--- config.mk ---
export PLATFORM = sky130hd
export DESIGN_NAME = subpicture_rle_luma_blend_top_flat
export DESIGN_NICKNAME = d
export VERILOG_FILES = /design/src/sv/slrb_pkg.sv /design/src/sv/slrb_if.sv /design/src/sv/subpicture_rle_luma_blend_top.sv /design/src/sv/slrb_front.sv /design/src/sv/slrb_fifo.sv /design/src/sv/slrb_back.sv /design/src/flat_wrapper.sv
export SDC_FILE = /design/constraint.sdc
export NUM_CORES = 1
export LEC_CHECK = 0
export ABC_AREA = 1
export ABC_CLOCK_PERIOD_IN_PS = 7700
export BUFFER_PORTS_ARGS = -buffer_cell sky130_fd_sc_hd__buf_2
export CAP_MARGIN = 20
export CORE_MARGIN = 3
export CORE_UTILIZATION = 55
export CTS_BUF_LIST = sky130_fd_sc_hd__clkbuf_8 sky130_fd_sc_hd__clkbuf_16
export CTS_CLUSTER_DIAMETER = 50
export CTS_CLUSTER_SIZE = 30
export DETAILED_ROUTE_END_ITERATION = 10
export PLACE_DENSITY = 0.73
export SYNTH_ARGS = -nofsm -noshare
export SYNTH_HDL_FRONTEND = slang
export SYNTH_SLANG_ARGS = --single-unit
--- constraint.sdc ---
create_clock -name clk -period 7.7 [get_ports clk]
set_clock_uncertainty 0.2 [all_clocks]
set_input_delay 1.155 -clock clk [delete_from_list [all_inputs] [get_ports clk]]
set_output_delay 1.155 -clock clk [all_outputs]
set_load 0.01 [all_outputs]
--- src/sv/slrb_pkg.sv ---
// types and constants shared by the subpicture rle luma blend block
// no dependencies; compiled first
package slrb_pkg;

  localparam int CODE_W    = 16;
  localparam int LEN_W     = 14;
  localparam int LUMA_W    = 8;
  localparam int ALPHA_W   = 4;
  localparam int IDX_W     = 2;
  localparam int SIZE_W    = 11;
  localparam int BOX_W     = 10;
  localparam int CFG_IDX_W = 3;
  localparam int CFG_DW    = 32;

  localparam logic [CFG_IDX_W-1:0] REG_PALETTE_LUMA  = 3'd0;
  localparam logic [CFG_IDX_W-1:0] REG_PALETTE_ALPHA = 3'd1;
  localparam logic [CFG_IDX_W-1:0] REG_SPU_WIDTH     = 3'd2;
  localparam logic [CFG_IDX_W-1:0] REG_SPU_HEIGHT    = 3'd3;
  localparam logic [CFG_IDX_W-1:0] REG_CROP_ENABLE   = 3'd4;
  localparam logic [CFG_IDX_W-1:0] REG_CROP_COLUMNS  = 3'd5;
  localparam logic [CFG_IDX_W-1:0] REG_CROP_ROWS     = 3'd6;

  localparam logic OP_CODE   = 1'b0;
  localparam logic OP_SAMPLE = 1'b1;

  localparam logic [ALPHA_W-1:0] ALPHA_CLEAR  = 4'h0;
  localparam logic [ALPHA_W-1:0] ALPHA_OPAQUE = 4'hf;

  localparam logic [SIZE_W-1:0]  SIZE_RESET = 11'd1024;
  localparam logic [2*BOX_W-1:0] BOX_RESET  = 20'hffc00;

  typedef struct packed {
    logic [3:0][LUMA_W-1:0]  palette_luma;
    logic [3:0][ALPHA_W-1:0] palette_alpha;
    logic [SIZE_W-1:0]       spu_width;
    logic [SIZE_W-1:0]       spu_height;
    logic                    crop_enable;
    logic [2*BOX_W-1:0]      crop_columns;
    logic [2*BOX_W-1:0]      crop_rows;
  } slrb_cfg_t;

  // one classified sample on its way to the blender
  typedef struct packed {
    logic [LUMA_W-1:0] bg;
    logic [IDX_W-1:0]  idx;
    logic              blend_en;
    logic              status;
    logic              line_end;
    logic              frame_end;
  } slrb_entry_t;

  typedef struct packed {
    logic [LUMA_W-1:0] blended_luma;
    logic              status;
    logic              line_end;
    logic              frame_end;
  } slrb_result_t;

endpackage

--- src/sv/slrb_if.sv ---
// valid/ready channel interfaces for input items and result items
// depends on slrb_pkg
interface slrb_in_if;
  import slrb_pkg::*;
  logic              valid;
  logic              ready;
  logic              op;
  logic [CODE_W-1:0] code_word;
  logic [LUMA_W-1:0] background_luma;
  modport source(output valid, op, code_word, background_luma, input ready);
  modport sink(input valid, op, code_word, background_luma, output ready);
endinterface

interface slrb_out_if;
  import slrb_pkg::*;
  logic              valid;
  logic              ready;
  logic [LUMA_W-1:0] blended_luma;
  logic              status;
  logic              line_end;
  logic              frame_end;
  modport source(output valid, blended_luma, status, line_end, frame_end, input ready);
  modport sink(input valid, blended_luma, status, line_end, frame_end, output ready);
endinterface

--- src/sv/subpicture_rle_luma_blend_top.sv ---
// top level of the subpicture rle luma blend: config registers, front end,
// queue and blender; depends on slrb_pkg, slrb_if, slrb_front, slrb_fifo, slrb_back
//
//   channel  role    handshake        payload
//   in_if    sink    valid/ready      op, code_word, background_luma
//   out_if   source  valid/ready      blended_luma, status, line_end, frame_end
//   cfg_*    write   cfg_we           cfg_index, cfg_wdata
//
// one item per cycle sustained while the queue is not full; a sample is written into
// the queue at the edge that takes it, then blended into the output register once that is free
// run and position state update in the front end in the cycle an item is taken
// rst_n is synchronous; state, queue and output are empty after reset
// a stalled output fills the four-entry queue, then in_if.ready drops
module subpicture_rle_luma_blend_top #(
  parameter int MAX_DIM = 1024
) (
  input  logic                           clk,
  input  logic                           rst_n,
  slrb_in_if.sink                        in_if,
  slrb_out_if.source                     out_if,
  input  logic                           cfg_we,
  input  logic [slrb_pkg::CFG_IDX_W-1:0] cfg_index,
  input  logic [slrb_pkg::CFG_DW-1:0]    cfg_wdata
);
  import slrb_pkg::*;

  slrb_cfg_t    cfg_r;
  slrb_entry_t  f_entry, q_data;
  slrb_result_t out_data;
  logic         accept, f_push, q_full, q_valid, q_pop;

  always_ff @(posedge clk) begin
    if (!rst_n) begin
      cfg_r.palette_luma  <= '0;
      cfg_r.palette_alpha <= '0;
      cfg_r.spu_width     <= SIZE_RESET;
      cfg_r.spu_height    <= SIZE_RESET;
      cfg_r.crop_enable   <= 1'b0;
      cfg_r.crop_columns  <= BOX_RESET;
      cfg_r.crop_rows     <= BOX_RESET;
    end else if (cfg_we) begin
      case (cfg_index)
        REG_PALETTE_LUMA:  cfg_r.palette_luma  <= cfg_wdata;
        REG_PALETTE_ALPHA: cfg_r.palette_alpha <= cfg_wdata[4*ALPHA_W-1:0];
        REG_SPU_WIDTH:     cfg_r.spu_width     <= cfg_wdata[SIZE_W-1:0];
        REG_SPU_HEIGHT:    cfg_r.spu_height    <= cfg_wdata[SIZE_W-1:0];
        REG_CROP_ENABLE:   cfg_r.crop_enable   <= cfg_wdata[0];
        REG_CROP_COLUMNS:  cfg_r.crop_columns  <= cfg_wdata[2*BOX_W-1:0];
        REG_CROP_ROWS:     cfg_r.crop_rows     <= cfg_wdata[2*BOX_W-1:0];
        default: begin
        end
      endcase
    end
  end

  assign in_if.ready = !q_full;
  assign accept      = in_if.valid && !q_full;

  slrb_front #(
    .MAX_DIM(MAX_DIM)
  ) u_front (
    .clk             (clk),
    .rst_n           (rst_n),
    .cfg             (cfg_r),
    .accept          (accept),
    .op              (in_if.op),
    .code_word       (in_if.code_word),
    .background_luma (in_if.background_luma),
    .push            (f_push),
    .entry           (f_entry)
  );

  slrb_fifo #(
    .DEPTH(4)
  ) u_fifo (
    .clk       (clk),
    .rst_n     (rst_n),
    .push      (f_push),
    .wr_data   (f_entry),
    .full      (q_full),
    .pop       (q_pop),
    .not_empty (q_valid),
    .rd_data   (q_data)
  );

  slrb_back u_back (
    .clk       (clk),
    .rst_n     (rst_n),
    .cfg       (cfg_r),
    .q_valid   (q_valid),
    .q_data    (q_data),
    .q_pop     (q_pop),
    .out_valid (out_if.valid),
    .out_ready (out_if.ready),
    .out_data  (out_data)
  );

  assign out_if.blended_luma = out_data.blended_luma;
  assign out_if.status       = out_data.status;
  assign out_if.line_end     = out_data.line_end;
  assign out_if.frame_end    = out_data.frame_end;

endmodule

--- src/sv/slrb_front.sv ---
// front end: run decoding, position tracking and crop test per item
// depends on slrb_pkg; feeds slrb_fifo
module slrb_front #(
  parameter int MAX_DIM = 1024
) (
  input  logic                           clk,
  input  logic                           rst_n,
  input  slrb_pkg::slrb_cfg_t            cfg,
  input  logic                           accept,
  input  logic                           op,
  input  logic [slrb_pkg::CODE_W-1:0]    code_word,
  input  logic [slrb_pkg::LUMA_W-1:0]    background_luma,
  output logic                           push,
  output slrb_pkg::slrb_entry_t          entry
);
  import slrb_pkg::*;

  localparam int PW  = $clog2(MAX_DIM);
  localparam int RW  = $clog2(MAX_DIM + 1);
  localparam int XW0 = (RW > LEN_W) ? RW : LEN_W;
  localparam int XW  = (XW0 > SIZE_W) ? XW0 : SIZE_W;
  localparam logic [XW-1:0] MAX_X = XW'(MAX_DIM);

  logic [IDX_W-1:0] run_idx_r, run_idx_nxt;
  logic [RW-1:0]    run_rem_r, run_rem_nxt;
  logic             run_vis_r, run_vis_nxt;
  logic [PW-1:0]    column_r, column_nxt;
  logic [PW-1:0]    row_r, row_nxt;

  logic [XW-1:0] weff, heff, col_x, row_x, rest, len;
  logic          col_in, row_in, line_end, frame_end;

  always_comb begin
    if (cfg.spu_width == '0) begin
      weff = XW'(1);
    end else if (XW'(cfg.spu_width) > MAX_X) begin
      weff = MAX_X;
    end else begin
      weff = XW'(cfg.spu_width);
    end
    if (cfg.spu_height == '0) begin
      heff = XW'(1);
    end else if (XW'(cfg.spu_height) > MAX_X) begin
      heff = MAX_X;
    end else begin
      heff = XW'(cfg.spu_height);
    end
  end

  assign col_x = XW'(column_r);
  assign row_x = XW'(row_r);
  assign rest  = (col_x < weff) ? (weff - col_x) : XW'(1);

  always_comb begin
    len = XW'(code_word[CODE_W-1:IDX_W]);
    if (len == '0 || len > rest) begin
      len = rest;
    end
  end

  assign col_in = (col_x >= XW'(cfg.crop_columns[BOX_W-1:0])) &&
                  (col_x <= XW'(cfg.crop_columns[2*BOX_W-1:BOX_W]));
  assign row_in = (row_x >= XW'(cfg.crop_rows[BOX_W-1:0])) &&
                  (row_x <= XW'(cfg.crop_rows[2*BOX_W-1:BOX_W]));
  assign line_end  = (col_x + XW'(1)) >= weff;
  assign frame_end = (row_x + XW'(1)) >= heff;

  always_comb begin
    run_idx_nxt = run_idx_r;
    run_rem_nxt = run_rem_r;
    run_vis_nxt = run_vis_r;
    column_nxt  = column_r;
    row_nxt     = row_r;
    push        = 1'b0;
    entry.bg        = background_luma;
    entry.idx       = run_idx_r;
    entry.blend_en  = run_vis_r;
    entry.status    = 1'b0;
    entry.line_end  = 1'b0;
    entry.frame_end = 1'b0;
    if (accept) begin
      if (op == OP_CODE) begin
        run_idx_nxt = code_word[IDX_W-1:0];
        run_rem_nxt = len[RW-1:0];
        run_vis_nxt = !cfg.crop_enable || (col_in && row_in);
      end else begin
        push = 1'b1;
        if (run_rem_r == '0) begin
          entry.status   = 1'b1;
          entry.blend_en = 1'b0;
        end else begin
          entry.line_end = line_end;
          run_rem_nxt    = run_rem_r - RW'(1);
          if (line_end) begin
            entry.frame_end = frame_end;
            column_nxt      = '0;
            run_rem_nxt     = '0;
            row_nxt         = frame_end ? '0 : row_r + PW'(1);
          end else begin
            column_nxt = column_r + PW'(1);
          end
        end
      end
    end
  end

  always_ff @(posedge clk) begin
    if (!rst_n) begin
      run_idx_r <= '0;
      run_rem_r <= '0;
      run_vis_r <= 1'b0;
      column_r  <= '0;
      row_r     <= '0;
    end else begin
      run_idx_r <= run_idx_nxt;
      run_rem_r <= run_rem_nxt;
      run_vis_r <= run_vis_nxt;
      column_r  <= column_nxt;
      row_r     <= row_nxt;
    end
  end

`ifndef NO_ASSERTIONS
  a_line_end_clears: assert property (@(posedge clk) disable iff (!rst_n)
    (push && entry.line_end) |=> (run_rem_r == '0 && column_r == '0))
    else $error("line end did not clear run and column");
  a_status_no_marks: assert property (@(posedge clk) disable iff (!rst_n)
    (push && entry.status) |=> ($stable(column_r) && $stable(row_r)))
    else $error("position moved on a sample without a run");
  a_code_sets_run: assert property (@(posedge clk) disable iff (!rst_n)
    (accept && op == OP_CODE) |=> (run_rem_r != '0))
    else $error("code word left no active run");
`endif

endmodule

--- src/sv/slrb_fifo.sv ---
// short queue of classified samples between front end and blender
// depends on slrb_pkg
module slrb_fifo #(
  parameter int DEPTH = 4
) (
  input  logic                  clk,
  input  logic                  rst_n,
  input  logic                  push,
  input  slrb_pkg::slrb_entry_t wr_data,
  output logic                  full,
  input  logic                  pop,
  output logic                  not_empty,
  output slrb_pkg::slrb_entry_t rd_data
);
  import slrb_pkg::*;

  localparam int AW = (DEPTH > 1) ? $clog2(DEPTH) : 1;
  localparam int CW = $clog2(DEPTH + 1);

  slrb_entry_t    mem_r [DEPTH];
  logic [AW-1:0]  wr_ptr_r, wr_ptr_nxt;
  logic [AW-1:0]  rd_ptr_r, rd_ptr_nxt;
  logic [CW-1:0]  count_r, count_nxt;
  logic           do_push, do_pop;

  assign full      = (count_r == CW'(DEPTH));
  assign not_empty = (count_r != '0);
  assign do_push   = push && !full;
  assign do_pop    = pop && not_empty;
  assign rd_data   = mem_r[rd_ptr_r];

  always_comb begin
    wr_ptr_nxt = wr_ptr_r;
    rd_ptr_nxt = rd_ptr_r;
    count_nxt  = count_r;
    if (do_push) begin
      wr_ptr_nxt = (wr_ptr_r == AW'(DEPTH - 1)) ? '0 : wr_ptr_r + AW'(1);
    end
    if (do_pop) begin
      rd_ptr_nxt = (rd_ptr_r == AW'(DEPTH - 1)) ? '0 : rd_ptr_r + AW'(1);
    end
    if (do_push && !do_pop) begin
      count_nxt = count_r + CW'(1);
    end else if (do_pop && !do_push) begin
      count_nxt = count_r - CW'(1);
    end
  end

  always_ff @(posedge clk) begin
    if (do_push) begin
      mem_r[wr_ptr_r] <= wr_data;
    end
  end

  always_ff @(posedge clk) begin
    if (!rst_n) begin
      wr_ptr_r <= '0;
      rd_ptr_r <= '0;
      count_r  <= '0;
    end else begin
      wr_ptr_r <= wr_ptr_nxt;
      rd_ptr_r <= rd_ptr_nxt;
      count_r  <= count_nxt;
    end
  end

`ifndef NO_ASSERTIONS
  a_count_bound: assert property (@(posedge clk) disable iff (!rst_n)
    count_r <= CW'(DEPTH))
    else $error("queue count beyond depth");
  a_count_inc: assert property (@(posedge clk) disable iff (!rst_n)
    (do_push && !do_pop) |=> (count_r == $past(count_r) + CW'(1)))
    else $error("queue count missed a push");
  a_count_dec: assert property (@(posedge clk) disable iff (!rst_n)
    (do_pop && !do_push) |=> (count_r == $past(count_r) - CW'(1)))
    else $error("queue count missed a pop");
`endif

endmodule

--- src/sv/slrb_back.sv ---
// back end: palette lookup, alpha blend and output register
// depends on slrb_pkg; fed by slrb_fifo
module slrb_back (
  input  logic                  clk,
  input  logic                  rst_n,
  input  slrb_pkg::slrb_cfg_t   cfg,
  input  logic                  q_valid,
  input  slrb_pkg::slrb_entry_t q_data,
  output logic                  q_pop,
  output logic                  out_valid,
  input  logic                  out_ready,
  output slrb_pkg::slrb_result_t out_data
);
  import slrb_pkg::*;

  logic              out_valid_r, out_valid_nxt;
  slrb_result_t      out_data_r;
  logic [LUMA_W-1:0] luma, res;
  logic [ALPHA_W-1:0] alpha;
  logic [12:0]       mix;
  logic              load;

  assign luma  = cfg.palette_luma[q_data.idx];
  assign alpha = cfg.palette_alpha[q_data.idx];
  assign mix   = 13'(luma) * 13'({1'b0, alpha} + 5'd1) +
                 13'(q_data.bg) * 13'(ALPHA_OPAQUE - alpha);

  always_comb begin
    if (!q_data.blend_en || alpha == ALPHA_CLEAR) begin
      res = q_data.bg;
    end else if (alpha == ALPHA_OPAQUE) begin
      res = luma;
    end else begin
      res = mix[11:4];
    end
  end

  assign load          = q_valid && (!out_valid_r || out_ready);
  assign q_pop         = load;
  assign out_valid_nxt = load || (out_valid_r && !out_ready);

  always_ff @(posedge clk) begin
    if (!rst_n) begin
      out_valid_r <= 1'b0;
    end else begin
      out_valid_r <= out_valid_nxt;
    end
  end

  always_ff @(posedge clk) begin
    if (load) begin
      out_data_r.blended_luma <= res;
      out_data_r.status       <= q_data.status;
      out_data_r.line_end     <= q_data.line_end;
      out_data_r.frame_end    <= q_data.frame_end;
    end
  end

  assign out_valid = out_valid_r;
  assign out_data  = out_data_r;

endmodule

--- src/flat_wrapper.sv ---
// flat-port wrapper written by rule: the top's interface ports become plain ports
module subpicture_rle_luma_blend_top_flat import slrb_pkg::*;
#(
  parameter int MAX_DIM = 1024
)
  (clk, rst_n, cfg_we, cfg_index, cfg_wdata, in_if_valid, in_if_op, in_if_code_word, in_if_background_luma, in_if_ready, out_if_valid, out_if_blended_luma, out_if_status, out_if_line_end, out_if_frame_end, out_if_ready);
  slrb_in_if in_if_i ();
  slrb_out_if out_if_i ();
  input  logic clk;
  input  logic rst_n;
  input  logic cfg_we;
  input  logic [slrb_pkg::CFG_IDX_W-1:0] cfg_index;
  input  logic [slrb_pkg::CFG_DW-1:0] cfg_wdata;
  input wire logic [$bits(in_if_i.valid)-1:0] in_if_valid;
  input wire logic [$bits(in_if_i.op)-1:0] in_if_op;
  input wire logic [$bits(in_if_i.code_word)-1:0] in_if_code_word;
  input wire logic [$bits(in_if_i.background_luma)-1:0] in_if_background_luma;
  output wire logic [$bits(in_if_i.ready)-1:0] in_if_ready;
  output wire logic [$bits(out_if_i.valid)-1:0] out_if_valid;
  output wire logic [$bits(out_if_i.blended_luma)-1:0] out_if_blended_luma;
  output wire logic [$bits(out_if_i.status)-1:0] out_if_status;
  output wire logic [$bits(out_if_i.line_end)-1:0] out_if_line_end;
  output wire logic [$bits(out_if_i.frame_end)-1:0] out_if_frame_end;
  input wire logic [$bits(out_if_i.ready)-1:0] out_if_ready;
  assign in_if_i.valid = in_if_valid;
  assign in_if_i.op = in_if_op;
  assign in_if_i.code_word = in_if_code_word;
  assign in_if_i.background_luma = in_if_background_luma;
  assign in_if_ready = in_if_i.ready;
  assign out_if_valid = out_if_i.valid;
  assign out_if_blended_luma = out_if_i.blended_luma;
  assign out_if_status = out_if_i.status;
  assign out_if_line_end = out_if_i.line_end;
  assign out_if_frame_end = out_if_i.frame_end;
  assign out_if_i.ready = out_if_ready;
  subpicture_rle_luma_blend_top #(.MAX_DIM(MAX_DIM)) u_core (.clk(clk), .rst_n(rst_n), .in_if(in_if_i), .out_if(out_if_i), .cfg_we(cfg_we), .cfg_index(cfg_index), .cfg_wdata(cfg_wdata));
endmodule
# --- Word level (Yosys, flattened, before mapping) ---
# Memory sizes are Yosys's and may differ from the RTL's. A register that Yosys moved wholly into a read port is not among the register bits.
# Cells that the tools add are included.
totals:
  regBits: 164
  ram_bits: 56
  inputBits: 65
  word_cells: 139
  mem_count: 1
memory_table:
  columns: ["memory", "words", "width", "read_ports", "rd_ports_with_merged_regs", "wr", "line", "source"]
  rows:
  - ["u_core.u_fifo.mem_r", 4, 14, 1, 1, 1, "slrb_fifo.sv:20", "slrb_entry_t mem_r [DEPTH];"]
op_classes:
  n_addsub: 13
  multipliers: 2
  order_cmp: 11
  eq_ne: 11
  n_mux: 32
  n_bitwise: 2
  reduce_logical: 41
ops:
  columns: ["operator", "count"]
  rows:
  - ["$mux 11", 8]
  - ["$logic_not 11->1", 3]
  - ["$ge 11x14->1", 2]
  - ["$mux 8", 3]
  - ["$add 10x1->11 const B", 2]
  - ["$gt 11x11->1 const B", 2]
  - ["$add 10x1->10 const B", 2]
  - ["$ge 10x10->1", 2]
  - ["$le 10x10->1", 2]
  - ["$mux 10", 2]
  - ["$reduce_and 2->1", 9]
  - ["$bmux 8 s2", 1]
  - ["$gt 14x14->1", 1]
  - ["$logic_not 14->1", 1]
  - ["$lt 10x14->1", 1]
  - ["$mux 14", 1]
  - ["$sub 14x10->14", 1]
  - ["$add 12x12->12", 1]
  - ["$eq 3x3->1 const B", 4]
  - ["$mul 8x5->12", 1]
  - ["$mul 9x5->12", 1]
  - ["$mux 2", 6]
  - ["$mux 4", 3]
  - ["$sub 11x1->11 const B", 1]
  - ["24 further kinds", 52]

# --- Depth between registers and ports, before layout ---
# Gate-level depths: netlist (run 1).
depth:
  word_depth: 9
  ltp_mapped: 36
  mapped_depth_nobuf: 35

# --- Cells and area by module ---
# A second synthesis (run 1) with hierarchy kept.
hier_totals:
  hier_cells: 2098
  hier_area_um2: 15528.6
by_module_without_submodules:
  columns: ["mod", "n_inst", "cells_per_inst", "area_per_inst_um2"]
  rows:
  - ["slrb_front", 1, 803, 5058.6]
  - ["subpicture_rle_luma_blend_top", 1, 631, 4377.9]
  - ["slrb_back", 1, 458, 3495.9]
  - ["slrb_fifo", 1, 206, 2596.2]

# --- Worst setup path before layout (run 1) ---
# Ideal clock, no wire load.
synth_path:
  kind: "register to register"
  start: "register with a tool-made name"
  end: "register u_core.u_back.out_data[9] (netlist name)"
  arrival_time_ns: 5.816
  required_time_ns: 7.245
  setup_slack_ns: 1.429
  path_stages_with_launch: 29
  path_buffers: 1
  synth_period_minus_slack_ns: 6.271
  path_cell_list: "dfxtp_1 > buf_4 > inv_1 > nand3_4 > nand2_8 > inv_4 > or2_1 > a32oi_4 > inv_2 > ha_1 > or2_1 > nand2_1 > inv_2 > nand2_1 > fa_1 > inv_1 > fa_1 > fa_1 > fa_1 > inv_1 > fa_1 > inv_1 > ha_1 > a21oi_1 > o21ai_0 > a211oi_1 > nand3_1 > nand3_1 > a21oi_2"

==> results of run 1 <==
cells in the mapped netlist (3+ instances only):
| library cell | n |
|---|---|
| sky130_fd_sc_hd__nand3b_1 | 5 |
| sky130_fd_sc_hd__clkbuf_1 | 43 |
| sky130_fd_sc_hd__nor3_1 | 12 |
| sky130_fd_sc_hd__a21oi_1 | 120 |
| sky130_fd_sc_hd__o21ai_1 | 3 |
| sky130_fd_sc_hd__buf_2 | 4 |
| sky130_fd_sc_hd__dfxtp_1 | 155 |
| sky130_fd_sc_hd__a32oi_1 | 7 |
| sky130_fd_sc_hd__nor3b_1 | 3 |
| sky130_fd_sc_hd__nor4_1 | 11 |
| sky130_fd_sc_hd__or2_1 | 4 |
| sky130_fd_sc_hd__clkinv_1 | 4 |
| sky130_fd_sc_hd__nand2_2 | 16 |
| sky130_fd_sc_hd__o22ai_1 | 4 |
| sky130_fd_sc_hd__nand3_2 | 5 |
| sky130_fd_sc_hd__a21oi_2 | 3 |
| sky130_fd_sc_hd__inv_1 | 246 |
| sky130_fd_sc_hd__buf_6 | 4 |
| sky130_fd_sc_hd__a32o_1 | 3 |
| sky130_fd_sc_hd__inv_2 | 7 |
| sky130_fd_sc_hd__nand2_1 | 264 |
| sky130_fd_sc_hd__o21a_1 | 4 |
| sky130_fd_sc_hd__fa_1 | 47 |
| sky130_fd_sc_hd__xnor2_1 | 7 |
| sky130_fd_sc_hd__nor2_1 | 284 |
| sky130_fd_sc_hd__buf_4 | 3 |
| sky130_fd_sc_hd__a31oi_1 | 3 |
| sky130_fd_sc_hd__nand3_1 | 56 |
| sky130_fd_sc_hd__o211ai_1 | 28 |
| sky130_fd_sc_hd__a211oi_1 | 13 |
| sky130_fd_sc_hd__nand4_1 | 14 |
| sky130_fd_sc_hd__xor2_1 | 19 |
| sky130_fd_sc_hd__edfxtp_1 | 67 |
| sky130_fd_sc_hd__o21ai_0 | 155 |
| sky130_fd_sc_hd__or2_2 | 19 |
| sky130_fd_sc_hd__ha_1 | 131 |
per-layer routing:
layer / up-vias / track usage [%] / share of wire [%]
met5: - / 0 / 0
met4: 0 / 7.75 / 3.3
met3: 72 / 2.85 / 4.0
met2: 303 / 42.7 / 48
met1: 5630 / 32.1 / 44
li1: 6077 / - / -
flip-flops by register name, indices dropped and copies added, names as in the netlist, 3 cells and up, named ones only:
name,flops
u_core.u_back.out_data,11
u_core.u_front.run_rem_r,11
u_core.u_fifo.count_r,3
u_core.u_front.column_r,10
u_core.u_front.row_r,10
u_core.u_fifo.mem_r,56
u_core.cfg_r,111
worst paths after layout:
| kind | startpoint | endpoint | cells after the start |
|---|---|---|---|
| setup reg to reg | flop | u_core.u_back.out_data[9]$_DFFE_PP_ | 28 |
| hold reg to reg | u_core.cfg_r[9]$_SDFFE_PN0P_ | u_core.cfg_r[9]$_SDFFE_PN0P_ | 2 |
| hold / removal | u_core.cfg_r[9]$_SDFFE_PN0P_ | u_core.cfg_r[9]$_SDFFE_PN0P_ | 2 |
| setup / recovery | flop | u_core.u_back.out_data[9]$_DFFE_PP_ | 28 |
metrics by stage:
| step | instances | worst slack [ps] | hold slack [ps] |
|---|---|---|---|
| floorplan | 1805 | 1430 | 230 |
| global placement | 2170 | 805 | 244 |
| detailed placement | 2170 | 601 | 253 |
| CTS | 2219 | 564 | 262 |
| global route | 2219 | 109 | 288 |
| finish | 2219 | 542 | 260 |
logic make-up (layout without fill, tap and decap cells):
family	Yosys count	in the layout	synth area share, %
xor+xnor	26	26	1.60
buf+inv	316	400	8.79
simple gates	706	706	21.4
compound gates	356	356	14.2
fa+ha+maj	178	178	18.1
flops	222	222	35.9
other cells	1	1	0.0263
final cells by class:
class / instances / area, sq um
clock buffer: 28 / 689
clock inverter: 21 / 273
fill: 2237 / 9470
inverter: 259 / 976
multi-input combinational: 1267 / 7890
sequential: 222 / 5110
tap: 330 / 413
timing repair buffer: 92 / 500
worst max-delay path: cells and delay by family, from the launching register on:
kind,cells,cell delay (ps)
adder cells (fa/ha/maj),7,3110
AO/OA/AOI/OAI,6,1300
AND/OR/NAND/NOR,9,950
buffers and inverters,6,860
flip-flops,1,540
==> results by stage, run 1 <==
Outcome:
- The flow ran to the end, and the final reports show no timing, DRC or antenna violations.

CTS:
- Once the clock tree was built, the setup fixing pass inserted 0 buffers.
- CTS built an H-tree with a depth of 1.
- Gates resized during post-CTS repair numbered 0.
- The clock-pin transition on the worst setup and hold timing paths is 60 ps.
- CTS placed an instance of sky130_fd_sc_hd__clkbuf_16 at the clock tree root.
- The source-to-sink clock delay at the later pin of the worst-skew pair is 540 ps.
- The clock tree from TritonCTS is built.
- Counting along the longest clock path gives a buffer depth of 3.
- Hold repair after CTS inserted 0 buffers.
- Counting the buffers created by CTS gives 27.
- The clock net in this run drives a total of 222 sinks.

Finish:
- The number of diodes is 0.
- In the layout the commonest cells are 284 x sky130_fd_sc_hd__nor2_1, 264 x sky130_fd_sc_hd__nand2_1, 246 x sky130_fd_sc_hd__inv_1.
- After the last flow step, the layout net total stands at roughly 2100.
- The most common cell after layout, fill and taps aside is sky130_fd_sc_hd__nor2_1.
- Once layout is complete, the utilization of the core stands at around 63%.
- The design area is about 0.016 sq mm.
- The share of post-route cells with drive strength above 1 is between 10 and 15%.
- The area overhead of the layout relative to synthesis is 11.2%.

Route:
- The total via count in the routed design is 12100.
- The number of design-rule violations left by the first detailed-router iteration is between 700 and 800.
- The mean number of vias per cell is 5.44.
- After detailed routing, the average wire length per cell comes to between 15 and 20 um.
- The residual DRC count is 0.
- The total wirelength of the detailed-routed design is around 35000 um.
- The first-pass iteration count of the detailed router is 5.
- The count of antenna-violating nets left after detailed routing is 0.

STA:
- Adding up every negative setup slack in the final design gives 0 ps.
- The maximum frequency from static timing analysis is 140 MHz.
- The number of pins with negative max-slew slack in the final report was 0.
- Setup repair after global routing left no endpoint under its margin.
- The post-layout minimum cycle time is roughly 7200 ps.
- The transition time at the pin with the least slew margin is 867 ps.
- Setup violations remaining at the end of the flow were counted as 0.
- Of the available clock period, the critical path in the final layout requires just over 90%.
- The relative max-transition margin is between 40% and 50%.
- The total count of hold-check failures in the final report is 0.

Critical path:
- The data arrival time at the worst-slack endpoint is 7330 ps.
- The type of the setup path with the least slack is reg -> reg.
- The highest-delay cell along the critical path is sky130_fd_sc_hd__dfxtp_1.
- The worst-case register-to-register setup slack is around 540 ps.
- The nature of the critical path endpoint is a flop.
- The nature of the critical path startpoint is a flop.
- The largest single stage delay on the critical path is 540 ps.
- Of all nets on the critical path, the largest fanout is 21.
- For the worst setup path, the data required time is ~7900 ps.
- The cell that appears most often on the critical path is sky130_fd_sc_hd__fa_1.

Yosys:
- By area the synthesized netlist is led by sky130_fd_sc_hd__dfxtp_1 22%, sky130_fd_sc_hd__edfxtp_1 14%, sky130_fd_sc_hd__ha_1 11%, sky130_fd_sc_hd__nor2_1 7.5%, sky130_fd_sc_hd__nand2_1 7.0%.
- Summed over its instances, the top area cell type makes up 21.8% of the synthesized netlist area.
- For this run, the number of Yosys warnings is 0.
- The number of different library cells used by synthesis comes to 62.
- Synthesis produced a netlist with a net count of just over 2000.
- The register bit total from synthesis is 222.
- The most common flop cell mapped by yosys is sky130_fd_sc_hd__dfxtp_1.
- The area of the mapped netlist is 0.0143 sq mm.
- In this run the mean area of a mapped cell was around 7.9 sq um.
- The number of enable-type register cells in the synthesized netlist is 67.
- Synthesis handed over a netlist of 1805 instances.
- The biggest area consumer among synthesized cells is sky130_fd_sc_hd__dfxtp_1.
- The sequential fraction of the synthesis area is 35.9%.
- The share of flip-flops with an asynchronous set or reset after synthesis is 0%.

Die:
- 78 I/O pins were placed.
- The count of standard-cell rows is 58.
- The area of the die is 0.0279 sq mm.
- After floorplanning, the core was sized to cover 0.0253 sq mm.
- The effective utilization at floorplan is 56.3%.
- From left edge to right edge, the die measures around 170 um.
- The height of the chip is 167 um.

Global route:
- The global-route wire length before repair is 56800 um.
- Global routing finished with a remaining overflow of 0.
- Entering global routing, the biggest net connects 79 pins.
- The via count of the first global-routing pass is roughly 11000.
- The number of antenna violations at the first check in global routing came to 0.
- Global routing used 24.5% of the available tracks.

Min path:
- The type of the worst min-delay path is reg -> reg.

Placement:
- The half-perimeter wire length after placement is 26200 um.
- The instance area after placement is about 0.015 sq mm.
- The count of buffers from port buffering is 77.
- The final RePlAce weighted congestion is 0.890.

Run:
- Max-cap violations in this run came to 0.
Power of run 1 is not shown: default switching activity piles up to over one toggle a cycle in this logic, so the estimate is an artifact.
==> inputs of run 2 (changes only) <==
ABC_CLOCK_PERIOD_IN_PS = 6670   (was 7700)
clock period = 6.67 ns   (was 7.7 ns; I/O delays follow)
==> results by stage, run 2 (synthesis results as in run 1) <==
Finish:
- The most common cell after layout, fill and taps aside is sky130_fd_sc_hd__nor2_1 (unchanged).
- The layout filler cell count was 2245 (was 2237).
- The top register by number of flip-flops is u_core.cfg_r (unchanged).
- The number of nets in the final layout is 2126 (was 2112).
- Commonest non-fill, non-tap cells in the layout: 282 x sky130_fd_sc_hd__nor2_1, 264 x sky130_fd_sc_hd__nand2_1, 248 x sky130_fd_sc_hd__inv_1 (was 284 x sky130_fd_sc_hd__nor2_1, 264 x sky130_fd_sc_hd__nand2_1, 246 x sky130_fd_sc_hd__inv_1).
- Registers with the most flip-flops: u_core.cfg_r (111), u_core.u_fifo.mem_r (56) (unchanged).
- The number of diodes was 0 (unchanged).
- The utilization after layout was 62.8% (was 62.6%).
- The share of post-route cells with drive strength above 1 is 11.8% (was 10.8%).
- The flip-flop count of the largest register after layout is 111 (unchanged).
- The area overhead of the layout relative to synthesis is 11.6% (was 11.2%).

Die:
- The overall die width came to 167 um (unchanged).
- The effective utilization at floorplan is 56.3% (unchanged).
- The count of standard-cell rows came to 58 (unchanged).
- The count of pins on the block boundary is 78 (unchanged).
- The total core area is 0.0253 sq mm (unchanged).
- The area of the die was 0.0279 sq mm (unchanged).
- The height of the chip is 167 um (unchanged).

CTS:
- The total number of clock tree sinks is 222 (unchanged).
- The clock tree from TritonCTS is built (unchanged).
- The clock-pin transition on the worst setup and hold timing paths is 70 ps (was 60 ps).
- The source-to-sink clock delay at the later pin of the worst-skew pair is 540 ps (about the same).
- The deepest clock path buffer count came to 3 (unchanged).
- The maximum level of the CTS H-tree came to 1 (unchanged).
- The number of buffers added by the clock tree synthesis step came to 25 (was 27).
- The CTS root buffer is sky130_fd_sc_hd__clkbuf_16 (unchanged).

Critical path:
- The biggest fanout along the worst timing path is 6 (was 21).
- The nature of the critical path startpoint is a flop (unchanged).
- The worst-case register-to-register setup slack came to 370 ps (was 540 ps).
- The data required time of the critical path came to 6770 ps (was 7870 ps).
- The startpoint identified for the worst register-to-register timing path is u_core.u_fifo.mem_r[3][4]$_DFFE_PP_.
- The data arrival time at the worst-slack endpoint came to 6400 ps (was 7330 ps).
- The nature of the critical path endpoint is a flop (unchanged).
- The highest-delay cell along the critical path is sky130_fd_sc_hd__fa_1 (was sky130_fd_sc_hd__dfxtp_1).
- The reg-to-reg critical path endpoint is u_core.u_back.out_data[10]$_DFFE_PP_ (was u_core.u_back.out_data[9]$_DFFE_PP_).
- The most prevalent standard cell on the critical path is sky130_fd_sc_hd__nand2_1 (was sky130_fd_sc_hd__fa_1).
- The type of the setup path with the least slack is reg -> reg (unchanged).
- The largest stage delay on the critical path is 540 ps (about the same).
- The logic depth of the worst register-to-register path is 31 (was 28).

Route:
- The first-pass iteration count of the detailed router is 5 (unchanged).
- The count of antenna-violating nets left after detailed routing is 0 (unchanged).
- The number of design-rule violations left by the first detailed-router iteration is 798 (was 759).
- The residual DRC count came to 0 (unchanged).
- The per-cell routed wire length is 15.8 um (was 15.7 um).
- The mean number of vias per cell is 5.40 (was 5.44).
- The total wirelength of the detailed-routed design is 35300 um (was 34900 um).
- The total via count in the routed design came to 12100 (about the same).

STA:
- The part of the cycle the worst path needs was 94.4% (was 93.0%).
- The final-layout setup total negative slack is 0 ps (unchanged).
- The final count of negative-setup-slack endpoints is 0 (unchanged).
- The transition time at the pin with the least slew margin is 952 ps (was 867 ps).
- RSZ-0062 raised after global routing: no (unchanged).
- The number of pins with negative max-slew slack in the final report is 0 (unchanged).
- The relative max-transition margin came to 36.4% (was 42.1%).
- The post-layout minimum cycle time is 6300 ps (was 7160 ps).
- The total count of hold-check failures in the final report came to 0 (unchanged).
- The maximum frequency from static timing analysis came to 159 MHz (was 140 MHz).

Global route:
- The met3 track demand over resource in global routing is 2.80% (was 2.85%).
- The global-route wire length before repair is 56600 um (was 56800 um).
- The via count of the first global-routing pass is 11300 (was 11400).
- The routing usage on met1 is 32.2% (was 32.1%).
- The met2 capacity usage during global routing is 42.7% (about the same).
- The overall overflow remaining after global route is 0 (unchanged).
- The global router's overall resource usage is 24.5% (about the same).
- The pin count of the biggest net entering global routing is 80 (was 79).
- The number of antenna violations at the first check in global routing came to 0 (unchanged).
- The most congested layer reported by global routing is met2 (unchanged).

Placement:
- The count of buffers from port buffering was 77 (unchanged).
- The half-perimeter wire length after placement came to 26500 um (was 26200 um).
- The final RePlAce weighted congestion was 0.940 (was 0.890).

Outcome:
- Result of the run: finished, final reports clean (unchanged).

Min path:
- The endpoint with the worst hold slack was u_core.cfg_r[5]$_SDFFE_PN0P_ (was u_core.cfg_r[9]$_SDFFE_PN0P_).
- The type of the worst min-delay path is reg -> reg (unchanged).
- The depth of the worst hold-timing path came to 2 (unchanged).
- The start point of the worst min-delay path is u_core.cfg_r[5]$_SDFFE_PN0P_ (was u_core.cfg_r[9]$_SDFFE_PN0P_).

Run:
- The max-cap violation count is 0 (unchanged).
run 2: cell type report:
class	instances	area, sq um	share of cell area, %
tap	330	413	2.59
timing repair buffer	108	632	3.97
inverter	259	978	6.15
sequential	222	5120	32.1
clock inverter	18	195	1.23
multi-input combinational	1267	7920	49.7
clock buffer	28	667	4.19
run 2: metal layers:
metal,share of wire (%),wire [um]
met1,43,15200
met2,49,17300
met3,4.9,1730
met4,2.7,955
met5,0,0
run 2: worst max-delay path by stage:
stage	start	end	slack (ps)
3_5_place_dp	flop	u_core.u_back.out_data[10]$_DFFE_PP_	180
2_1_floorplan	flop	u_core.u_back.out_data[9]$_DFFE_PP_	400
5_1_grt	flop	u_core.u_back.out_data[7]$_DFFE_PP_	20
3_3_place_gp	flop	u_core.u_back.out_data[10]$_DFFE_PP_	340
4_1_cts	flop	u_core.u_back.out_data[10]$_DFFE_PP_	150
6_report	u_core.u_fifo.mem_r[3][4]$_DFFE_PP_	u_core.u_back.out_data[10]$_DFFE_PP_	370
run 2: worst max-delay path: cells and delay by family, from the launching register on:
kind	cells	cell delay (ps)
adders and majority gates	7	2920
AOI/OAI and AO/OA	3	590
DFF	1	380
buffers and inverters	6	350
and+or+nand+nor	15	1600
run 2: stage by stage:
stage	cell area [sq um]	setup WS [ps]	std cells	hold slack, ps
4_1_cts	15900	148	2230	260
3_5_place_dp	15000	176	2184	251
3_3_place_gp	15000	340	2184	245
6_report	15900	370	2232	257
2_1_floorplan	14300	399	1805	230
5_1_grt	15900	19.9	2232	284
run 2: timing repair:
action                                  4_1_cts  5_1_grt
endpoints found under the setup margin        0        5
hold buffers                                  0        0
setup buffers                                 0        2
resized for setup                             0       13
Power of run 2 is left out for the same reason.
==> inputs of run 3 (changes only) <==
CAP_MARGIN = 30   (was 20)
CORE_ASPECT_RATIO = 0.6   (was unset)
SKIP_LAST_GASP = 1   (was unset)
==> results by stage, run 3 (synthesis results as in run 1) <==
Placement:
- The count of buffers from port buffering was 77 (unchanged).
- The instance area after placement is 0.0151 sq mm (was 0.0150 sq mm).
- The half-perimeter wire length after placement came to 29200 um (was 26500 um).
- The instance count after placement with tap cells included is 2204 (was 2184).
- The final RePlAce weighted congestion was 1.01 (was 0.940).

Die:
- The effective utilization at floorplan is 57.4% (was 56.3%).
- The height of the chip was 131 um (was 167 um).
- The total core area is 0.0248 sq mm (was 0.0253 sq mm).
- The overall die width is 214 um (was 167 um).
- The area of the die came to 0.0280 sq mm (was 0.0279 sq mm).
- The count of standard-cell rows is 44 (was 58).
- The count of pins on the block boundary is 78 (unchanged).

Route:
- The total via count in the routed design is 12400 (was 12100).
- The total wirelength of the detailed-routed design was 38300 um (was 35300 um).
- The number of design-rule violations left by the first detailed-router iteration came to 1221 (was 798).
- The mean number of vias per cell was 5.52 (was 5.40).
- The residual DRC count is 0 (unchanged).
- The first-pass iteration count of the detailed router is 5 (unchanged).
- The per-cell routed wire length came to 17.1 um (was 15.8 um).
- The count of antenna-violating nets left after detailed routing is 0 (unchanged).

Critical path:
- The largest stage delay on the critical path is 550 ps (was 540 ps).
- The most prevalent standard cell on the critical path is sky130_fd_sc_hd__fa_1 (was sky130_fd_sc_hd__nand2_1).
- The type of the setup path with the least slack is reg -> reg (unchanged).
- The data required time of the critical path is 6830 ps (was 6770 ps).
- The highest-delay cell along the critical path is sky130_fd_sc_hd__fa_1 (unchanged).
- The data arrival time at the worst-slack endpoint is 6560 ps (was 6400 ps).
- The nature of the critical path startpoint is a flop (unchanged).
- The nature of the critical path endpoint was a flop (unchanged).
- The biggest fanout along the worst timing path was 12 (was 6).

Min path:
- The type of the worst min-delay path is reg -> reg (unchanged).

Finish:
- Commonest non-fill, non-tap cells in the layout: 284 x sky130_fd_sc_hd__nor2_1, 264 x sky130_fd_sc_hd__nand2_1, 246 x sky130_fd_sc_hd__inv_1 (was 282 x sky130_fd_sc_hd__nor2_1, 264 x sky130_fd_sc_hd__nand2_1, 248 x sky130_fd_sc_hd__inv_1).
- The number of cells in the finished layout apart from fillers came to 2238 (was 2232).
- The top register by number of flip-flops is u_core.cfg_r (unchanged).
- The area overhead of the layout relative to synthesis came to 10.5% (was 11.6%).
- The share of post-route cells with drive strength above 1 came to 11.4% (was 11.8%).
- The design area was 0.0158 sq mm (was 0.0159 sq mm).
- The most common cell after layout, fill and taps aside is sky130_fd_sc_hd__nor2_1 (unchanged).
- The utilization after layout was 63.5% (was 62.8%).
- The number of diodes is 0 (unchanged).
- The number of nets in the final layout is 2124 (was 2126).
- The flip-flop count of the largest register after layout is 111 (unchanged).
- Registers with the most flip-flops: u_core.cfg_r (111), u_core.u_fifo.mem_r (56) (unchanged).

STA:
- RSZ-0062 raised after global routing: yes (was no).
- The part of the cycle the worst path needs is 95.9% (was 94.4%).
- The post-layout minimum cycle time is 6400 ps (was 6300 ps).
- The total count of hold-check failures in the final report is 0 (unchanged).
- The final count of negative-setup-slack endpoints is 0 (unchanged).
- The relative max-transition margin is 38.3% (was 36.4%).
- The maximum frequency from static timing analysis is 156 MHz (was 159 MHz).
- The number of pins with negative max-slew slack in the final report was 0 (unchanged).
- The transition time at the pin with the least slew margin is 925 ps (was 952 ps).
- The final-layout setup total negative slack is 0 ps (unchanged).

CTS:
- The clock tree from TritonCTS is built (unchanged).
- The source-to-sink clock delay at the later pin of the worst-skew pair was 520 ps (was 540 ps).
- The CTS root buffer is sky130_fd_sc_hd__clkbuf_16 (unchanged).
- The number of buffers added by the clock tree synthesis step is 18 (was 25).
- The deepest clock path buffer count was 3 (unchanged).
- The clock-pin transition on the worst setup and hold timing paths was 90 ps (was 70 ps).
- The total number of clock tree sinks is 222 (unchanged).
- The maximum level of the CTS H-tree came to 1 (unchanged).

Global route:
- The global router's overall resource usage is 27.6% (was 24.5%).
- The overall overflow remaining after global route was 0 (unchanged).
- The pin count of the biggest net entering global routing is 105 (was 80).
- The via count of the first global-routing pass is 11300 (about the same).
- The number of antenna violations at the first check in global routing is 0 (unchanged).
- The global-route wire length before repair is 60700 um (was 56600 um).

Outcome:
- Result of the run: finished, final reports clean (unchanged).

Run:
- The max-cap violation count is 0 (unchanged).
run 3: cell count changes in the layout (fill, tap and decap cells not counted), moves of 2 or more:
cell                        change
sky130_fd_sc_hd__buf_4          +6
sky130_fd_sc_hd__clkbuf_16      -5
sky130_fd_sc_hd__clkbuf_8       -2
sky130_fd_sc_hd__inv_1          -2
sky130_fd_sc_hd__inv_12         -2
sky130_fd_sc_hd__inv_2          +2
sky130_fd_sc_hd__inv_6          -4
sky130_fd_sc_hd__inv_8          -2
sky130_fd_sc_hd__nor2_1         +2
sky130_fd_sc_hd__nor2_2         -2
run 3: critical path: cells and delay by family (launching register included):
family,cells,cell delay [ps]
AOI/OAI and AO/OA,5,940
adders and majority gates,7,3130
buffers and inverters,6,430
DFF,1,360
and+or+nand+nor,11,1160
run 3: cell type report:
cell class	instances	area, sq um
Tap cell	345	432
Clock inverter	11	138
Timing Repair Buffer	113	662
Fill cell	2176	9070
Sequential cell	222	5120
Clock buffer	21	514
Multi-Input combinational cell	1267	7920
Inverter	259	976
run 3: layer usage:
metal | routed length (um) | share of wire, % | vias to the layer above | global-route usage, %
met2 | 14500 | 38 | 554 | 37.0
met4 | 557 | 1.5 | 0 | 4.39
met5 | 0 | 0 | - | 0
li1 | - | - | 6076 | -
met3 | 4240 | 11 | 48 | 7.73
met1 | 19000 | 50 | 5685 | 44.1
run 3: timing repair:
| item | in CTS | in global routing |
|---|---|---|
| setup endpoints to repair | 0 | 5 |
| setup buffers | 0 | 2 |
| resized for setup | 0 | 12 |
| hold buffers | 0 | 0 |
| endpoints found under the hold margin | 0 | 0 |
run 3: per-stage QoR:
stage | setup WS [ps] | hold WS (ps)
6_report | 273 | 262
3_3_place_gp | 244 | 243
3_5_place_dp | 90.9 | 250
5_1_grt | -30.2 | 277
4_1_cts | 19.9 | 262
2_1_floorplan | 399 | 230
run 3: worst paths after layout:
path | startpoint | to | slack (ps) | depth (start not counted)
max | flop | u_core.u_back.out_data[9]$_DFFE_PP_ | 270 | 29
min reg2reg | u_core.cfg_r[29]$_SDFFE_PN0P_ | u_core.cfg_r[29]$_SDFFE_PN0P_ | 260 | 2
max reg2reg | flop | u_core.u_back.out_data[9]$_DFFE_PP_ | 270 | 29
min | u_core.cfg_r[29]$_SDFFE_PN0P_ | u_core.cfg_r[29]$_SDFFE_PN0P_ | 260 | 2
Power of run 3 is left out for the same reason.
